==> config.mk <==
export PLATFORM = sky130hd
export DESIGN_NAME = html_whitespace_collapser
export DESIGN_NICKNAME = d
export VERILOG_FILES = /design/src/rtl/hwc_pkg.sv /design/src/rtl/hwc_ram.sv /design/src/rtl/html_whitespace_collapser.sv
export SDC_FILE = /design/constraint.sdc
export NUM_CORES = 1
export LEC_CHECK = 0
export BUFFER_PORTS_ARGS = -buffer_cell sky130_fd_sc_hd__buf_2
export CAP_MARGIN = 5
export CORE_MARGIN = 8
export CORE_UTILIZATION = 56
export CTS_CLUSTER_DIAMETER = 40
export DETAILED_ROUTE_END_ITERATION = 6
export GPL_ROUTABILITY_DRIVEN = 0
export PLACE_DENSITY = 0.76
export SLEW_MARGIN = 5
export SYNTH_ARGS = -nofsm -noshare
export SYNTH_HDL_FRONTEND = slang
export SYNTH_SLANG_ARGS = --single-unit
==> constraint.sdc <==
create_clock -name clk -period 4.67 [get_ports clk]
set_input_delay 0 -clock clk [delete_from_list [all_inputs] [get_ports clk]]
set_output_delay 0 -clock clk [all_outputs]
set_load 0.1 [all_outputs]
==> src/rtl/hwc_pkg.sv <==
// hwc_pkg: shared types and constants for the html whitespace collapser
// no dependencies; used by html_whitespace_collapser

package hwc_pkg;

  // command codes of the input word
  typedef enum logic [1:0] {
    CMD_DOC_START   = 2'd0,
    CMD_ELEM_START  = 2'd1,
    CMD_ELEM_END    = 2'd2,
    CMD_TEXT        = 2'd3
  } cmd_t;

  // configuration register indexes
  typedef enum logic [1:0] {
    REG_CODE_A = 2'd0,
    REG_CODE_B = 2'd1,
    REG_CODE_C = 2'd2,
    REG_CODE_D = 2'd3
  } cfg_reg_t;

  localparam logic [7:0] CODE_A_RESET = 8'd1;
  localparam logic [7:0] CODE_B_RESET = 8'd2;
  localparam logic [7:0] CODE_C_RESET = 8'd3;
  localparam logic [7:0] CODE_D_RESET = 8'd4;

  // whitespace characters
  localparam logic [7:0] CH_SPACE = 8'h20;
  localparam logic [7:0] CH_TAB   = 8'h09;
  localparam logic [7:0] CH_CR    = 8'h0d;
  localparam logic [7:0] CH_FF    = 8'h0c;
  localparam logic [7:0] CH_LF    = 8'h0a;

  localparam int DEFAULT_STACK_DEPTH = 16;
  localparam int DEFAULT_TAG_BITS    = 8;

  // result buffer
  localparam int RES_DEPTH = 4;
  localparam int RES_AW    = 2;
  localparam int RES_CW    = 3;

  typedef struct packed {
    logic [7:0] data;
    logic       last;
    logic       ovf;
  } res_word_t;

  function automatic logic is_blank(input logic [7:0] b);
    return (b == CH_SPACE) || (b == CH_TAB) || (b == CH_CR) || (b == CH_FF);
  endfunction

endpackage

==> src/rtl/hwc_ram.sv <==
// hwc_ram: generic single-write, single-read ram with registered read data
// no dependencies

module hwc_ram #(
  parameter int WIDTH = 8,
  parameter int DEPTH = 16,
  parameter int AW    = (DEPTH > 1) ? $clog2(DEPTH) : 1
) (
  input  logic             clk,
  input  logic             wr_en,
  input  logic [AW-1:0]    wr_addr,
  input  logic [WIDTH-1:0] wr_data,
  input  logic [AW-1:0]    rd_addr,
  output logic [WIDTH-1:0] rd_data
);

  logic [WIDTH-1:0] mem [DEPTH];

  always_ff @(posedge clk) begin
    if (wr_en) begin
      mem[wr_addr] <= wr_data;
    end
    rd_data <= mem[rd_addr];
  end

endmodule

==> src/rtl/html_whitespace_collapser.sv <==
// html_whitespace_collapser: top level of the html whitespace collapser
// depends on hwc_pkg and hwc_ram

// Takes html parse events (document start, element start/end with a keyword
// code, text bytes with a last-of-node flag) and emits text bytes with
// whitespace runs collapsed: outside a sensitive element a run of space, tab,
// cr, ff or lf within one text node becomes a single lf if it held an lf,
// else its first character, held back until the next byte let through or the
// node end. Inside a sensitive element (one of four programmable keyword
// codes, tracked on a stack of STACK_DEPTH entries in a small ram) text
// passes through unchanged. A push onto a full stack is dropped and sets the
// sticky stack_overflow flag, cleared only by reset. An accepted word is held
// in the input register, is processed from there and lands in a four-word
// result buffer, from whose head the result words are offered. One input
// word is taken every cycle as long as the result buffer holds at most two
// words; the output side drains one word a cycle while result_stall is low,
// so a stream whose words each yield at most one result runs at one word per
// cycle, and the rate is set by that output port. The top of stack is read
// from the ram each cycle, addressed by the depth that the word being
// processed leaves behind, with a one-cycle bypass after a push.
// Configuration writes are always ready and should be issued only while the
// block is idle.

module html_whitespace_collapser #(
  parameter int STACK_DEPTH = hwc_pkg::DEFAULT_STACK_DEPTH,
  parameter int TAG_BITS    = hwc_pkg::DEFAULT_TAG_BITS
) (
  input  logic                clk,
  input  logic                rst,
  // input word channel
  input  logic                item_valid,
  output logic                item_stall,
  input  hwc_pkg::cmd_t       cmd,
  input  logic [7:0]          tag_code,
  input  logic [7:0]          text_byte,
  input  logic                node_end,
  // result word channel
  output logic                result_valid,
  input  logic                result_stall,
  output logic [7:0]          out_byte,
  output logic                out_last,
  output logic                stack_overflow,
  // configuration write channel
  input  logic                cfg_valid,
  output logic                cfg_ready,
  input  hwc_pkg::cfg_reg_t   cfg_index,
  input  logic [7:0]          cfg_data
);

  import hwc_pkg::*;

  localparam int AW = (STACK_DEPTH > 1) ? $clog2(STACK_DEPTH) : 1;
  localparam int DW = $clog2(STACK_DEPTH + 1);
  localparam int TW = (TAG_BITS > 8) ? TAG_BITS : 8;

  // configuration registers
  logic [7:0] code_a, code_b, code_c, code_d;

  // input register
  logic                s1_valid;
  cmd_t                s1_cmd;
  logic [TAG_BITS-1:0] s1_tag;
  logic [7:0]          s1_byte;
  logic                s1_last;

  // collapse state
  logic [DW-1:0] depth, depth_next;
  logic          pend_valid, pend_valid_next;
  logic [7:0]    pend_char, pend_char_next;
  logic          ovf, ovf_next;

  // top of stack: ram read data, or the tag pushed on the previous cycle
  logic                byp_valid;
  logic [TAG_BITS-1:0] byp_tag;
  logic [TAG_BITS-1:0] ram_rd_data;
  logic [TAG_BITS-1:0] top_tag;
  logic [AW-1:0]       ram_rd_addr;
  logic                push;

  // result buffer
  res_word_t       res_buf [RES_DEPTH];
  logic [RES_AW-1:0] res_head;
  logic [RES_CW-1:0] res_count;
  logic              res_room;
  logic              res_pop;
  logic [1:0]        n_res;
  res_word_t         res0, res1;
  logic [RES_AW-1:0] tail0, tail1;

  logic go;
  logic accept;
  logic sensitive;
  logic [TW-1:0] tag_wide;
  logic [TW-1:0] wa, wb, wc, wd;

  // keyword codes compared at TAG_BITS bits
  assign tag_wide = TW'(tag_code);
  assign wa = TW'(code_a);
  assign wb = TW'(code_b);
  assign wc = TW'(code_c);
  assign wd = TW'(code_d);

  assign sensitive = (s1_tag == wa[TAG_BITS-1:0]) || (s1_tag == wb[TAG_BITS-1:0]) ||
                     (s1_tag == wc[TAG_BITS-1:0]) || (s1_tag == wd[TAG_BITS-1:0]);

  // handshakes
  assign res_room     = res_count <= RES_CW'(RES_DEPTH - 2);
  assign go           = s1_valid && res_room;
  assign item_stall   = s1_valid && !res_room;
  assign accept       = item_valid && !item_stall;
  assign cfg_ready    = 1'b1;
  assign result_valid = res_count != '0;
  assign res_pop      = result_valid && !result_stall;

  assign top_tag = byp_valid ? byp_tag : ram_rd_data;

  // one word of processing
  always_comb begin
    depth_next      = depth;
    pend_valid_next = pend_valid;
    pend_char_next  = pend_char;
    ovf_next        = ovf;
    push            = 1'b0;
    n_res           = 2'd0;
    res0            = '{data: pend_char, last: 1'b0, ovf: ovf};
    res1            = '{data: s1_byte, last: s1_last, ovf: ovf};
    if (go) begin
      unique case (s1_cmd)
        CMD_DOC_START: begin
          depth_next      = '0;
          pend_valid_next = 1'b0;
          pend_char_next  = '0;
        end
        CMD_ELEM_START: begin
          if (sensitive) begin
            if (depth < DW'(STACK_DEPTH)) begin
              push       = 1'b1;
              depth_next = depth + 1'b1;
            end else begin
              ovf_next = 1'b1;
            end
          end
        end
        CMD_ELEM_END: begin
          if (depth != '0 && top_tag == s1_tag) begin
            depth_next = depth - 1'b1;
          end
        end
        CMD_TEXT: begin
          if (depth != '0 || !(s1_byte == CH_LF || is_blank(s1_byte))) begin
            // pass-through byte, flushing any held whitespace first
            if (pend_valid) begin
              n_res = 2'd2;
            end else begin
              n_res = 2'd1;
              res0  = res1;
            end
            pend_valid_next = 1'b0;
            pend_char_next  = '0;
          end else begin
            // whitespace outside a sensitive element
            if (s1_byte == CH_LF || !pend_valid) begin
              pend_char_next = s1_byte;
            end
            pend_valid_next = 1'b1;
            if (s1_last) begin
              n_res           = 2'd1;
              res0            = '{data: pend_char_next, last: 1'b1, ovf: ovf};
              pend_valid_next = 1'b0;
              pend_char_next  = '0;
            end
          end
        end
        default: ;
      endcase
    end
  end

  // read the entry that will be on top after this cycle
  assign ram_rd_addr = (depth_next == '0) ? '0 : AW'(depth_next - 1'b1);

  hwc_ram #(
    .WIDTH (TAG_BITS),
    .DEPTH (STACK_DEPTH),
    .AW    (AW)
  ) u_stack (
    .clk     (clk),
    .wr_en   (push),
    .wr_addr (depth[AW-1:0]),
    .wr_data (s1_tag),
    .rd_addr (ram_rd_addr),
    .rd_data (ram_rd_data)
  );

  assign tail0 = res_head + res_count[RES_AW-1:0];
  assign tail1 = tail0 + 1'b1;

  // result word shown from the buffer head
  assign out_byte       = res_buf[res_head].data;
  assign out_last       = res_buf[res_head].last;
  assign stack_overflow = res_buf[res_head].ovf;

  always_ff @(posedge clk) begin
    if (rst) begin
      code_a     <= CODE_A_RESET;
      code_b     <= CODE_B_RESET;
      code_c     <= CODE_C_RESET;
      code_d     <= CODE_D_RESET;
      s1_valid   <= 1'b0;
      depth      <= '0;
      pend_valid <= 1'b0;
      pend_char  <= '0;
      ovf        <= 1'b0;
      byp_valid  <= 1'b0;
      res_head   <= '0;
      res_count  <= '0;
    end else begin
      if (cfg_valid && cfg_ready) begin
        unique case (cfg_index)
          REG_CODE_A: code_a <= cfg_data;
          REG_CODE_B: code_b <= cfg_data;
          REG_CODE_C: code_c <= cfg_data;
          REG_CODE_D: code_d <= cfg_data;
          default: ;
        endcase
      end
      s1_valid   <= accept || (s1_valid && !go);
      depth      <= depth_next;
      pend_valid <= pend_valid_next;
      pend_char  <= pend_char_next;
      ovf        <= ovf_next;
      byp_valid  <= push;
      if (res_pop) begin
        res_head <= res_head + 1'b1;
      end
      res_count <= res_count + RES_CW'(n_res) - RES_CW'(res_pop);
    end
  end

  // payload registers
  always_ff @(posedge clk) begin
    if (accept) begin
      s1_cmd  <= cmd;
      s1_tag  <= tag_wide[TAG_BITS-1:0];
      s1_byte <= text_byte;
      s1_last <= node_end;
    end
    if (push) begin
      byp_tag <= s1_tag;
    end
    if (n_res != 2'd0) begin
      res_buf[tail0] <= res0;
    end
    if (n_res == 2'd2) begin
      res_buf[tail1] <= res1;
    end
  end

`ifndef SYNTHESIS
  a_res_count: assert property (@(posedge clk) disable iff (rst)
    res_count <= RES_CW'(RES_DEPTH))
    else $error("result buffer overrun");

  a_depth: assert property (@(posedge clk) disable iff (rst)
    depth <= DW'(STACK_DEPTH))
    else $error("stack depth beyond capacity");

  a_ovf_sticky: assert property (@(posedge clk) disable iff (rst)
    ovf |=> ovf)
    else $error("overflow flag cleared without reset");

  a_pend_ws: assert property (@(posedge clk) disable iff (rst)
    pend_valid |-> (pend_char == CH_LF || is_blank(pend_char)))
    else $error("held character is not whitespace");

  a_no_res_on_tag: assert property (@(posedge clk) disable iff (rst)
    (go && s1_cmd != CMD_TEXT) |-> n_res == 2'd0)
    else $error("element or document event produced output");
`endif

endmodule

; ---- Word level (Yosys, flattened, before mapping)
; Memories as Yosys holds them, arrays and structs flattened. A register that Yosys moved wholly into a read port is not among the register bits.
; Index checks and enable logic that the tools add are counted.
[classes]
add_sub_neg = 8
n_mul = 0
div = 0
n_lt_le_gt_ge = 2
n_eq_ne = 17
n_shift = 0
mux = 36
n_bitwise = 1
reduce_logical = 35
[ops]
columns = op, n
row1 = $mux W10, 5
row2 = $eq A8 B8 Y1, 5
row3 = $eq A8 B4 Y1 const B, 4
row4 = $mux W8, 4
row5 = $mux W5, 4
row6 = $pmux W8 S2, 1
row7 = $pmux W5 S3, 1
row8 = $mux W1, 13
row9 = $mux W2, 6
row10 = $eq A2 B2 Y1 const B, 5
row11 = $logic_or A1 B1 Y1, 10
row12 = $reduce_and A2 Y1, 5
row13 = $eq A8 B6 Y1 const B, 1
row14 = $logic_and A1 B1 Y1, 6
row15 = $logic_not A1 Y1, 6
row16 = $add A5 B1 Y5 const B, 1
row17 = $logic_not A5 Y1, 1
row18 = $lt A5 B5 Y1 const B, 1
row19 = $reduce_bool A5 Y1, 1
row20 = $sub A5 B1 Y5 const B, 1
row21 = $add A2 B1 Y2 const B, 2
row22 = $eq A2 B1 Y1 const B, 2
row23 = $logic_not A2 Y1, 2
row24 = $mux W4, 1
row25 = 10 further kinds, 11
[totals]
regBits = 81
latch_bits = 0
ram_bits = 168
romBits = 0
in_bits = 34
out_inout_bits = 13
n_memories = 2
[memory_table]
columns = memory, depth, word_bits, rd, rd_clocked_by_memory_dff, write_ports, line_no
row1 = u_stack.mem, 16, 8, 1, 1, 1, hwc_ram.sv:17  ; logic [WIDTH-1:0] mem [DEPTH];
row2 = res_buf, 4, 10, 1, 1, 2, html_whitespace_collapser.sv:81  ; res_word_t res_buf [RES_DEPTH];

; ---- Longest topological paths before layout
[logic_depth]
depth_word = 13
depth_mapped = 23
depth_no_buf = 18

; ---- Modules after synthesis
; Synthesis repeated with hierarchy kept, for this count alone.
[unflattened]
cells_unflattened = 781
area_unflattened_um2 = 11309.6
[by_module_without_submodules]
columns = mod, instances, cells_per_inst, area_each_um2
row1 = html_whitespace_collapser, 1, 552, 6162.2
row2 = hwc_ram, 1, 229, 5147.4

; ---- Worst setup path before layout
; OpenSTA, ideal clock, no wires.
[synth_path]
path_type = register to register
startpoint = register depth[0]
endpoint = register u_stack.rd_data[2] (read register of u_stack.mem)
setup_ns = 0.072
t_arrival_ns = 4.905
t_required_ns = 4.598
path_slack_ns = -0.307
path_stages_with_launch = 24
synth_period_minus_slack_ns = 4.977
path_cell_list = dfxtp_1 > clkbuf_1 > inv_1 > ha_1 > and3_1 > nor2_1 > nand4_1 > a21boi_2 > o221ai_2 > inv_2 > buf_2 > buf_1 > ha_1 > clkbuf_1 > clkinv_1 > nand2_1 > or3_1 > clkbuf_1 > clkbuf_1 > a31oi_1 > a2111o_1 > a21oi_1 > a32oi_1 > mux2i_1
[synth_via]
elab_chain_len = 7
elab_cells_between_ends = 13
classes_between = 3 x add/sub / 1 x order compare / 6 x mux / 3 x reduce/logical
[synth_lines]
columns = item, line_no
row1 = start: declaration, html_whitespace_collapser.sv:67  ; logic [DW-1:0] depth, depth_next;
row2 = start signal: assignment, html_whitespace_collapser.sv:228  ; depth <= depth_next;
row3 = "$add A5 B1 Y5, or another cell as far along", html_whitespace_collapser.sv:138  ; depth_next = depth + 1'b1;
row4 = $mux W5 or $logic_and A1 B1 Y1 (tied branches), "html_whitespace_collapser.sv:136, html_whitespace_collapser.sv:145"
row5 = "$mux W5, on equally long branches", "html_whitespace_collapser.sv:135, html_whitespace_collapser.sv:145"
row6 = $pmux W5 S3, html_whitespace_collapser.sv:128  ; unique case (s1_cmd)
row7 = $mux W5 *, html_whitespace_collapser.sv:127  ; if (go) begin
row8 = $sub A4 B1 Y4 or $logic_not A5 Y1 (tied branches), html_whitespace_collapser.sv:180  ; assign ram_rd_addr = (depth_next == '0) ? '0 : AW'(depth_next - 1'b1);
row9 = $mux W4 *, html_whitespace_collapser.sv:180
row10 = end: declaration, hwc_ram.sv:14  ; output logic [WIDTH-1:0] rd_data
; Mark *: on every way between the ends. The rest lies on a longest branch, timed or not.
; A chain may end at the register's enable or synchronous reset.

; ---- Final worst setup path
[layout_path]
startpoint = register depth[1]
endpoint = register u_stack.rd_data[3] (read register of u_stack.mem)
; The elaborated chain is that of the path after synthesis.

==> results.tsv <==
stage	metric	value	unit
timing	setup_tns	0	ns
route	num_vias	9117	
route	drt_pass1_iterations	6	
grt	grt_pass1_vias	8979	
route	routed_wl	31.4	mm
grt	antenna_found_initial	0	
synth	yosys_most_used_dff	edfxtp_1	
cts	clkTransAtPathRegs	0.06	ns
run_status	status	complete, no violations	
cts	cts_tree	built	
final_layout	diodes	0	
timing	setup_viol	0	
final_layout	finalNetCount	1207	
synth	synth_edf_count	195	
min_path	hp-class	input port to flip-flop	
worst_setup_path	worst_ep_arrival_time	4.91	ns
die	die_h	164	um
grt	grt_overflow	0	
pwr	cellPowerDensity	419	mW/mm^2
pwr	p_leak	4.98	nW
cts	htreeDepth	1	
synth	yosysWarnings	0	
die	io_pins	47	
grt	grt_usage	0.229	
final_layout	fin_util	0.663	
final_layout	drive_gt1_frac	0.172	
final_layout	fill_cells	1576	
final_layout	final_cells	1460	
place	io_buffers	45	
synth	ys_seq_area_frac	0.578	
final_layout	syn_to_final_growth	16.9	%
grt	grt_pass1_wl	48.8	mm
timing	worst_pin_slew	1.15	ns
pwr	p_sw_frac	0.271	
pwr	power.switching	1.64	mW
route	remaining_drc_errors	0	
die	placementRows	54	
synth	synth_area_per_cell	11.6	sq um
pwr	vdd_ir_drop_max	0.480	mV
timing	fin_crit_sh	0.966	
worst_setup_path	critPathCaptureType	flip-flop	
pwr	combPwrFrac	0.152	
route	post_drt_wl_per_cell	21.5	um
place	hpwl	20.1	mm
synth	async_flop_share	0	
worst_setup_path	path_class	flip-flop to flip-flop	
timing	clock.fmax	0.222	GHz
route	antenna_left	0	
cts	insertion_delay	0.54	ns
synth	synth_nets	1116	
timing	relSlewSlack	0.235	
cts	cts-root-buf	clkbuf_16	
cts	cts_buffers	29	
pwr	pwr-share-seq	0.437	
route	via_per_inst	6.24	
pwr	p_int	4.41	mW
synth	syn-cell-area	0.0123	sq mm
final_layout	regArea	0.00714	sq mm
worst_setup_path	startpoint_type	flip-flop	
die	core	0.0218	sq mm
route	drtIter0Drc	1004	
timing	hold_ws	0.123	ns
worst_setup_path	critPathMaxFanout	44	
die	initial_core_util	0.567	
synth	synthesis.instances	1066	
final_layout	multiInputGateArea	0.00482	sq mm
place	place_inst	1360	
timing	report.final.hold_viol_count	0	
synth	yosysUniqueCellTypes	78	
grt	grt_max_degree	54	
timing	drv_slew	0	
die	die_w	164	um
pwr	clockPowerShare	0.411	
job	maxCapViolations	0	
worst_setup_path	rrSetupSlack	0.16	ns
cts	clkSinkCount	259	
synth	ys_seq_elements	259	
timing	post-route-min-period	4.51	ns
worst_setup_path	required	5.07	ns
timing	skew	0.0156	ns
die	dieArea	0.0270	sq mm
cts	cts_buffer_depth	3	
[metrics by stage]
stage | setup slack, ns | total power, mW | instance area [sq um]
finish | 0.160 | 6.04 | 14400
global placement | -0.0301 | 3.54 | 12900
detailed placement | -0.0849 | 3.56 | 12900
global route | -0.00947 | 6.21 | 14400
floorplan | 0.00173 | 3.36 | 12300
CTS | 0.0121 | 6.04 | 14400
[layer usage]
metal	track usage	wire (um)
met4	0.0856	1020
met5	0	0
met1	0.296	12800
met3	0.0396	2510
met2	0.382	15100
[registers in the layout (all words and copies together) (netlist names), 2 cells and up, named ones only]
name	flops
u_stack.mem	128
res_buf	40
byp_tag	8
code_a	8
code_b	8
code_c	8
code_d	8
pend_char	8
s1_byte	8
s1_tag	8
u_stack.rd_data	8
depth	5
res_count	3
res_head	2
s1_cmd	2
[power by group through the flow]
stage | Combinational [mW] | Sequential [mW] | Clock, mW
after floorplan | 0.712 | 2.65 | 0
after global placement | 0.842 | 2.70 | 0
after detailed placement | 0.856 | 2.70 | 0
after CTS | 0.889 | 2.65 | 2.50
after global routing | 0.967 | 2.65 | 2.60
final | 0.916 | 2.64 | 2.49
[cells in the mapped netlist (4+ instances only)]
library cell | number | area [sq um]
a31oi_1 | 22 | 138
buf_2 | 17 | 85.1
and3_1 | 6 | 37.5
or3_1 | 7 | 43.8
a211o_1 | 5 | 43.8
a221o_1 | 8 | 80.1
and2_1 | 6 | 37.5
nor2b_1 | 9 | 56.3
mux2_2 | 23 | 259
a21o_1 | 7 | 52.6
inv_1 | 17 | 63.8
nand4_1 | 12 | 75.1
a22oi_1 | 21 | 158
clkbuf_1 | 41 | 154
a311oi_1 | 8 | 70.1
edfxtp_1 | 195 | 5860
xnor2_1 | 44 | 385
a21oi_1 | 44 | 220
buf_6 | 4 | 45.0
nand3b_1 | 7 | 52.6
nor4_1 | 8 | 50.1
a22o_1 | 7 | 61.3
nand3_1 | 32 | 160
nor2_1 | 125 | 469
buf_1 | 5 | 18.8
mux2i_1 | 44 | 440
o32ai_1 | 4 | 35.0
nand2_1 | 82 | 308
ha_1 | 15 | 188
a32oi_1 | 8 | 70.1
dfxtp_1 | 64 | 1280
nand2b_1 | 4 | 25.0
nor3_1 | 36 | 180
mux4_2 | 10 | 225
o21ai_0 | 56 | 280
a2111o_1 | 4 | 45.0
[worst paths after layout]
path                      from            endpoint  cells past startpoint
setup reg to reg      depth[1]  u_stack.rd_data[3]                     15
setup / recovery      depth[1]  u_stack.rd_data[3]                     15
hold reg to reg   pend_char[4]        pend_char[4]                      1
hold / removal             rst            depth[4]                      2
[cells in the final DEF, fill, tap and decap left out, types with 8 or more instances in the layout]
| cell type | n |
|---|---|
| edfxtp_1 | 195 |
| nor2_1 | 124 |
| nand2_1 | 82 |
| dfxtp_1 | 63 |
| o21ai_0 | 56 |
| buf_4 | 47 |
| buf_2 | 45 |
| mux2i_1 | 44 |
| xnor2_1 | 44 |
| a21oi_1 | 44 |
| nor3_1 | 36 |
| dlygate4sd3_1 | 36 |
| nand3_1 | 31 |
| clkbuf_16 | 29 |
| mux2_2 | 23 |
| a31oi_1 | 22 |
| a22oi_1 | 21 |
| inv_1 | 17 |
| ha_1 | 15 |
| nand4_1 | 12 |
| mux4_2 | 10 |
| nor2b_1 | 8 |
| nor4_1 | 8 |
| a311oi_1 | 8 |
| a221o_1 | 8 |
| a32oi_1 | 8 |
[area by class of cell]
cell class | count | area share
Tap cell | 280 | 0.0243
Timing Repair Buffer | 130 | 0.0678
Sequential cell | 259 | 0.495
Clock buffer | 34 | 0.0530
Inverter | 19 | 0.00494
Clock inverter | 20 | 0.0208
Multi-Input combinational cell | 718 | 0.334
[what timing repair did]
item,4_1_cts,5_1_grt
buffers inserted,3,7
gates resized for setup,1,3
hold buffers,36,0
endpoints found under the hold margin,56,0
setup endpoints to repair,6,7
[kinds of logic (layout without fill, tap and decap cells)]
kind of cell / Yosys count / count (layout) / synth area share
other: 1 / 1 / 0.000304
adder cells (fa/ha/maj): 16 / 16 / 0.0168
flip-flops: 259 / 259 / 0.578
multiplexers: 79 / 79 / 0.0780
AND/OR/NAND/NOR: 346 / 346 / 0.131
XOR/XNOR: 47 / 47 / 0.0334
buffers and inverters: 89 / 203 / 0.0321
AO/OA/AOI/OAI: 229 / 229 / 0.130
[worst max-delay path: stages, from the launching register on]
cell	delay, ns
dfxtp_1	0.49
inv_1	0.14
ha_1	0.22
and3_1	0.22
nor2_1	0.20
nand3_2	0.18
a221o_2	0.46
a22oi_4	0.28
ha_1	0.20
nor3b_1	0.36
o211a_1	0.56
buf_12	0.27
a2111o_1	0.15
a21oi_1	0.07
a32oi_1	0.43
mux2i_1	0.13
Note: power is estimated with default switching activity, not from simulation.
